## config.mk

```make
export PLATFORM = sky130hd
export DESIGN_NAME = sr_rhs
export DESIGN_NICKNAME = d
export VERILOG_FILES = /design/src/hdl/sr_pkg.sv /design/src/hdl/sr_rhs.sv
export SDC_FILE = /design/constraint.sdc
export NUM_CORES = 1
export LEC_CHECK = 0
export BUFFER_PORTS_ARGS = -buffer_cell sky130_fd_sc_hd__buf_2
export CORE_AREA = 2 2 164 166
export CTS_CLUSTER_DIAMETER = 80
export DETAILED_ROUTE_END_ITERATION = 12
export DIE_AREA = 0 0 166 168
export GPL_ROUTABILITY_DRIVEN = 0
export PLACE_DENSITY_LB_ADDON = 0.1
export REMOVE_ABC_BUFFERS = 1
export SLEW_MARGIN = 40
export SYNTH_ARGS = -nofsm -noshare
export SYNTH_HDL_FRONTEND = slang
export SYNTH_SLANG_ARGS = --single-unit
```

## constraint.sdc

```tcl
create_clock -name clk_i -period 4.38 [get_ports clk_i]
set_input_delay 0.219 -clock clk_i [delete_from_list [all_inputs] [get_ports clk_i]]
set_output_delay 0.219 -clock clk_i [all_outputs]
set_load 0.02 [all_outputs]
```

## src/hdl/sr_pkg.sv

```systemverilog
package sr_pkg;

  // Fixed field widths of the request, result and register
  localparam int unsigned NUM_W    = 11;
  localparam int unsigned WEIGHT_W = 32;
  localparam int unsigned OFFSET_W = 16;
  localparam int unsigned INDEX_W  = 10;
  localparam int unsigned STATUS_W = 2;

  // APB register map
  localparam int unsigned ADDR_W  = 3;
  localparam int unsigned PDATA_W = 32;
  localparam logic        REG_NUM_PARTICLES = 1'b0;  // paddr[2]

  localparam logic [NUM_W-1:0] NUM_RESET = 11'd1024;

  // Parameter defaults
  localparam int unsigned MAX_PARTICLES_DEF = 1024;
  localparam int unsigned WEIGHT_BITS_DEF   = 32;
  localparam int unsigned OFFSET_BITS_DEF   = 16;

  typedef enum logic {
    OP_LOAD = 1'b0,
    OP_DRAW = 1'b1
  } op_e;

  typedef enum logic [STATUS_W-1:0] {
    STAT_OK        = 2'd0,
    STAT_ZERO      = 2'd1,
    STAT_NOT_READY = 2'd2
  } status_e;

  typedef enum logic [1:0] {
    S_IDLE,
    S_LOAD,
    S_MUL,
    S_SEARCH
  } state_e;

  typedef struct packed {
    op_e                 op;
    logic [WEIGHT_W-1:0] weight;
    logic [OFFSET_W-1:0] offset;
  } req_t;

  typedef struct packed {
    logic [INDEX_W-1:0] index;
    logic               last;
    status_e            status;
  } res_t;

  // Control of the threshold accumulator
  typedef struct packed {
    logic clear;  // drop to zero
    logic init;   // latch offset, start serial multiply
    logic step;   // one shift-add bit
    logic bump;   // advance to next slot: add total << F
  } rhs_ctl_t;

endpackage

```

## src/hdl/sr_rhs.sv

```systemverilog
// Threshold accumulator: offset*total by shift-add, one offset bit per cycle,
// then total << F added per slot.
module sr_rhs #(
  parameter int unsigned SUM_W  = 43,
  parameter int unsigned OW     = 16,
  parameter int unsigned FRAC_W = 16,
  parameter int unsigned RHS_W  = 70
) (
  input  logic             clk_i,
  input  logic             rst_ni,
  input  sr_pkg::rhs_ctl_t ctl_i,
  input  logic [SUM_W-1:0] total_i,
  input  logic [OW-1:0]    offset_i,
  output logic [RHS_W-1:0] rhs_o,
  output logic             done_o
);

  localparam int unsigned CW = $clog2(OW + 1);

  logic [RHS_W-1:0] acc_q, acc_d;
  logic [OW-1:0]    off_q, off_d;
  logic [CW-1:0]    cnt_q, cnt_d;
  logic [RHS_W-1:0] addend;

  always_comb begin
    acc_d  = acc_q;
    off_d  = off_q;
    cnt_d  = cnt_q;
    addend = '0;
    priority if (ctl_i.clear) begin
      acc_d = '0;
      cnt_d = '0;
    end else if (ctl_i.init) begin
      acc_d = '0;
      off_d = offset_i;
      cnt_d = CW'(OW);
    end else if (ctl_i.step) begin
      if (off_q[OW-1]) begin
        addend = RHS_W'(total_i);
      end
      acc_d = {acc_q[RHS_W-2:0], 1'b0} + addend;
      off_d = {off_q[OW-2:0], 1'b0};
      cnt_d = cnt_q - CW'(1);
    end else if (ctl_i.bump) begin
      addend = RHS_W'({total_i, {FRAC_W{1'b0}}});
      acc_d  = acc_q + addend;
    end else begin
      acc_d = acc_q;
    end
  end

  always_ff @(posedge clk_i or negedge rst_ni) begin
    if (!rst_ni) begin
      acc_q <= '0;
      cnt_q <= '0;
    end else begin
      acc_q <= acc_d;
      cnt_q <= cnt_d;
    end
  end

  always_ff @(posedge clk_i) begin
    off_q <= off_d;
  end

  assign rhs_o  = acc_q;
  assign done_o = (cnt_q == '0);

endmodule

```

==> out/qor.yml <==
clock_tree:
  clockBufferDepth: 2
  clkLatencyLatePin_ns: 0.36
  htree_levels: 3
  hold_buffers: 1
  root_buffer: "clkbuf_16"
  numCtsBuffers: 9
  cts.repair.resized: 0
  cts.reportedPaths.clkPinSlew_ns: 0.08
  cts_tree: "built"
  cts.sinks: 91
  cts_setup_buffers: 0
timing:
  fin_crit_ns: 3.85
  fin_crit_sh_pct: 87.8
  slew_violations: 0
  setup_violations: 0
  relSlewSlack_pct: 44.4
  finalHoldViolCount: 0
  finalSetupTns_ns: 0
  fin_skew_ns: 0.0130
  tightest_slew_ns: 0.832
  grt_setup_unrepaired: "no"
  fmax_mhz: 260
die:
  rows: 60
  die_h_um: 168
  die-width_um: 166
  core_area_um2: 26400
  io_pins: 136
  initial_core_util_pct: 38.9
  die_area_um2: 27900
layout:
  final_layout_size_suffix_gt1_share_pct: 16.2
  fill_cells: 2713
  final_util_pct: 44.0
  seq_area_um2: 2360
  nets: 1534
  synthToLayoutAreaGrowth_pct: 12.9
  multi_input_area_um2: 7470
setup_path:
  worstSetupPathType: "register to register"
  cp-end-kind: "register"
  cp_num_buf_inv: 1
  crit_chain: "buf_4 > and2_1 > ha_1 > a21oi_1 > o21ai_0 > a21boi_0 > a211oi_1 > a211oi_1 > o21ai_2 > a21bo_2 > a31o_2 > a31oi_1"
  cp_top_family: "compound AO/OA/AOI/OAI gates"
  crit_top_cell: "a211oi_1"
  r2r_slack_ns: 0.53
  cp.arrival_ns: 4.13
  crit_path_max_fanout: 28
  critPathLaunchType: "register"
  cpPeakStageDelay_ns: 0.64
  crit_slowest_cell: "edfxtp_1"
  required_ns: 4.66
grt:
  grt_pass1_wl_um: 56100
  first_global_vias: 9653
  grt_max_degree: 60
  gr-total-overflow: 0
  grt_usage_pct: 25.5
  antenna_found_initial: 4
synthesis:
  avgSynthCellArea_um2: 8.05
  ys_seq_area_share_pct: 23.0
  netlist-cell-type-count: 87
  ys_ff_latch: 91
  synth_enable_flop_cells: 16
  syn_area_um2: 10300
  async_flop_share_pct: 82.4
  ys_warn_count: 0
  synthFlopType: "dfrtp_1"
  synth_area_leaders: "dfrtp_1, ha_1, a21oi_1, xnor2_1, edfxtp_1"
  synth_area_leader_cell: "dfrtp_1"
  yosysTopAreaCellShare_pct: 18.3
  syn_inst: 1274
power:
  pwr-share-seq_pct: 36.2
  p_leak_nw: 5.34
  combPwrFrac_pct: 31.5
  p_sw_mw: 0.988
  clkPwrFrac_pct: 32.4
  powerDensity_nw_per_um2: 225
  swShare_pct: 37.9
  peakVddDrop_v: 0.000180
  internal-power_mw: 1.62
job:
  drv_cap: 0
detailed_routing:
  vias: 10300
  wire_per_inst_um: 21.0
  drc_errors: 0
  drt_iter0_markers: 797
  firstDrtPassIters: 5
  viasPerCell: 5.96
  ant_nets: 0
  totalWireLength_um: 36200
place:
  io_buffer_count: 135
  dpl.hpwl_um: 28800
min_path:
  hp-class: "primary input to register"
status:
  status: "complete, no violations"
-- final timing paths --
path / start / end / cells after the start
max: off_q[15]$_DFFE_PP_ / rhs_o[68]$_DFFE_PN0N_ / 12
min: ctl_i[3] / cnt_q[4]$_DFFE_PN0P_ / 2
min in group asynchronous: rst_ni / rhs_o[7]$_DFFE_PN0P_ / 2
min reg2reg: off_q[8]$_DFFE_PP_ / off_q[9]$_DFFE_PP_ / 1
max reg2reg: off_q[15]$_DFFE_PP_ / rhs_o[68]$_DFFE_PN0N_ / 12
max in group asynchronous: rst_ni / rhs_o[48]$_DFFE_PN0N_ / 3
-- state kept, by name, indices dropped and copies added, names as in the netlist --
| name | count |
|---|---|
| off_q | 16 |
| cnt_q | 5 |
| rhs_o | 70 |
-- cell usage in the layout, fill, tap and decap left out, types with 39 or more instances in the layout --
master   instances
buf_2          134
a21oi_1        126
nand2_1        124
nor2_1          88
ha_1            87
dfrtp_1         75
xnor2_1         63
o21ai_0         60
and2_1          52
nand3_1         42
a21o_1          41
xor2_1          39
-- final cells by class --
cell class              count  share of cell area, %
repair buffers            161                   7.56
multi-input cells        1083                   64.5
clock inverters             7                  0.767
diodes                      2                 0.0432
flip-flops and latches     91                   20.4
inverters                  34                   1.10
well taps                 341                   3.68
clock buffers               9                   1.94
-- logic make-up (layout without fill, tap and decap cells) --
group | count (synthesis) | in the layout | share of synthesized area [%]
buffers and inverters | 100 | 211 | 4.14
AO/OA/AOI/OAI | 411 | 411 | 27.4
adder cells (fa/ha/maj) | 89 | 89 | 11.0
other | 0 | 2 | 0
AND/OR/NAND/NOR | 438 | 438 | 21.3
XOR/XNOR | 102 | 102 | 8.71
flip-flops | 91 | 91 | 23.0
multiplexers | 43 | 43 | 4.40
-- power groups by stage --
stage	sequential [mW]	combinational (mW)	clock (mW)
final	0.942	0.820	0.843
after global routing	0.947	0.900	0.898
after CTS	0.941	0.815	0.872
after detailed placement	0.958	0.811	0
after global placement	0.958	0.812	0
after floorplan	0.975	0.504	0
-- metal layers --
metal,track usage [%],share of wire [%],vias to the layer above
li1,-,-,4954
met2,40.9,45,346
met4,8.66,3.3,4
met3,4.80,6.4,59
met1,34.5,45,4929
met5,0,0.075,-
-- metrics by stage --
stage / std cells / total power, mW / instance area (µm²) / hold WS [ns] / setup slack (ns)
2_1_floorplan: 1208 / 1.48 / 9960 / -0.0766 / 0.520
3_3_place_gp: 1709 / 1.77 / 11300 / 0.305 / 0.617
3_5_place_dp: 1709 / 1.77 / 11300 / 0.307 / 0.602
4_1_cts: 1726 / 2.63 / 11600 / 0.0366 / 0.576
5_1_grt: 1726 / 2.74 / 11600 / 0.0418 / 0.264
6_report: 1728 / 2.60 / 11600 / 0.0433 / 0.534
-- Yosys cell counts, types with 5 or more instances --
cell      instances
a21oi_1         126
nand2_1         124
nor2_1           88
ha_1             87
dfrtp_1          75
xnor2_1          63
o21ai_0          60
and2_1           52
nand3_1          42
a21o_1           41
xor2_1           39
a211oi_1         32
clkbuf_1         32
inv_1            32
nand4_1          32
mux2i_1          26
nor3_1           20
and3_1           19
o21bai_1         19
mux2_2           17
edfxtp_1         16
o211ai_1         15
a31oi_1          13
nor2b_1          13
buf_2            11
buf_1            10
o22ai_1          10
or3_1            10
a221oi_1          9
a22oi_1           7
clkbuf_2          7
nand2b_1          7
o21a_1            7
o31ai_1           6
a41oi_1           5
buf_4             5
nor4_1            5
Note: power is estimated with default switching activity, not from simulation.
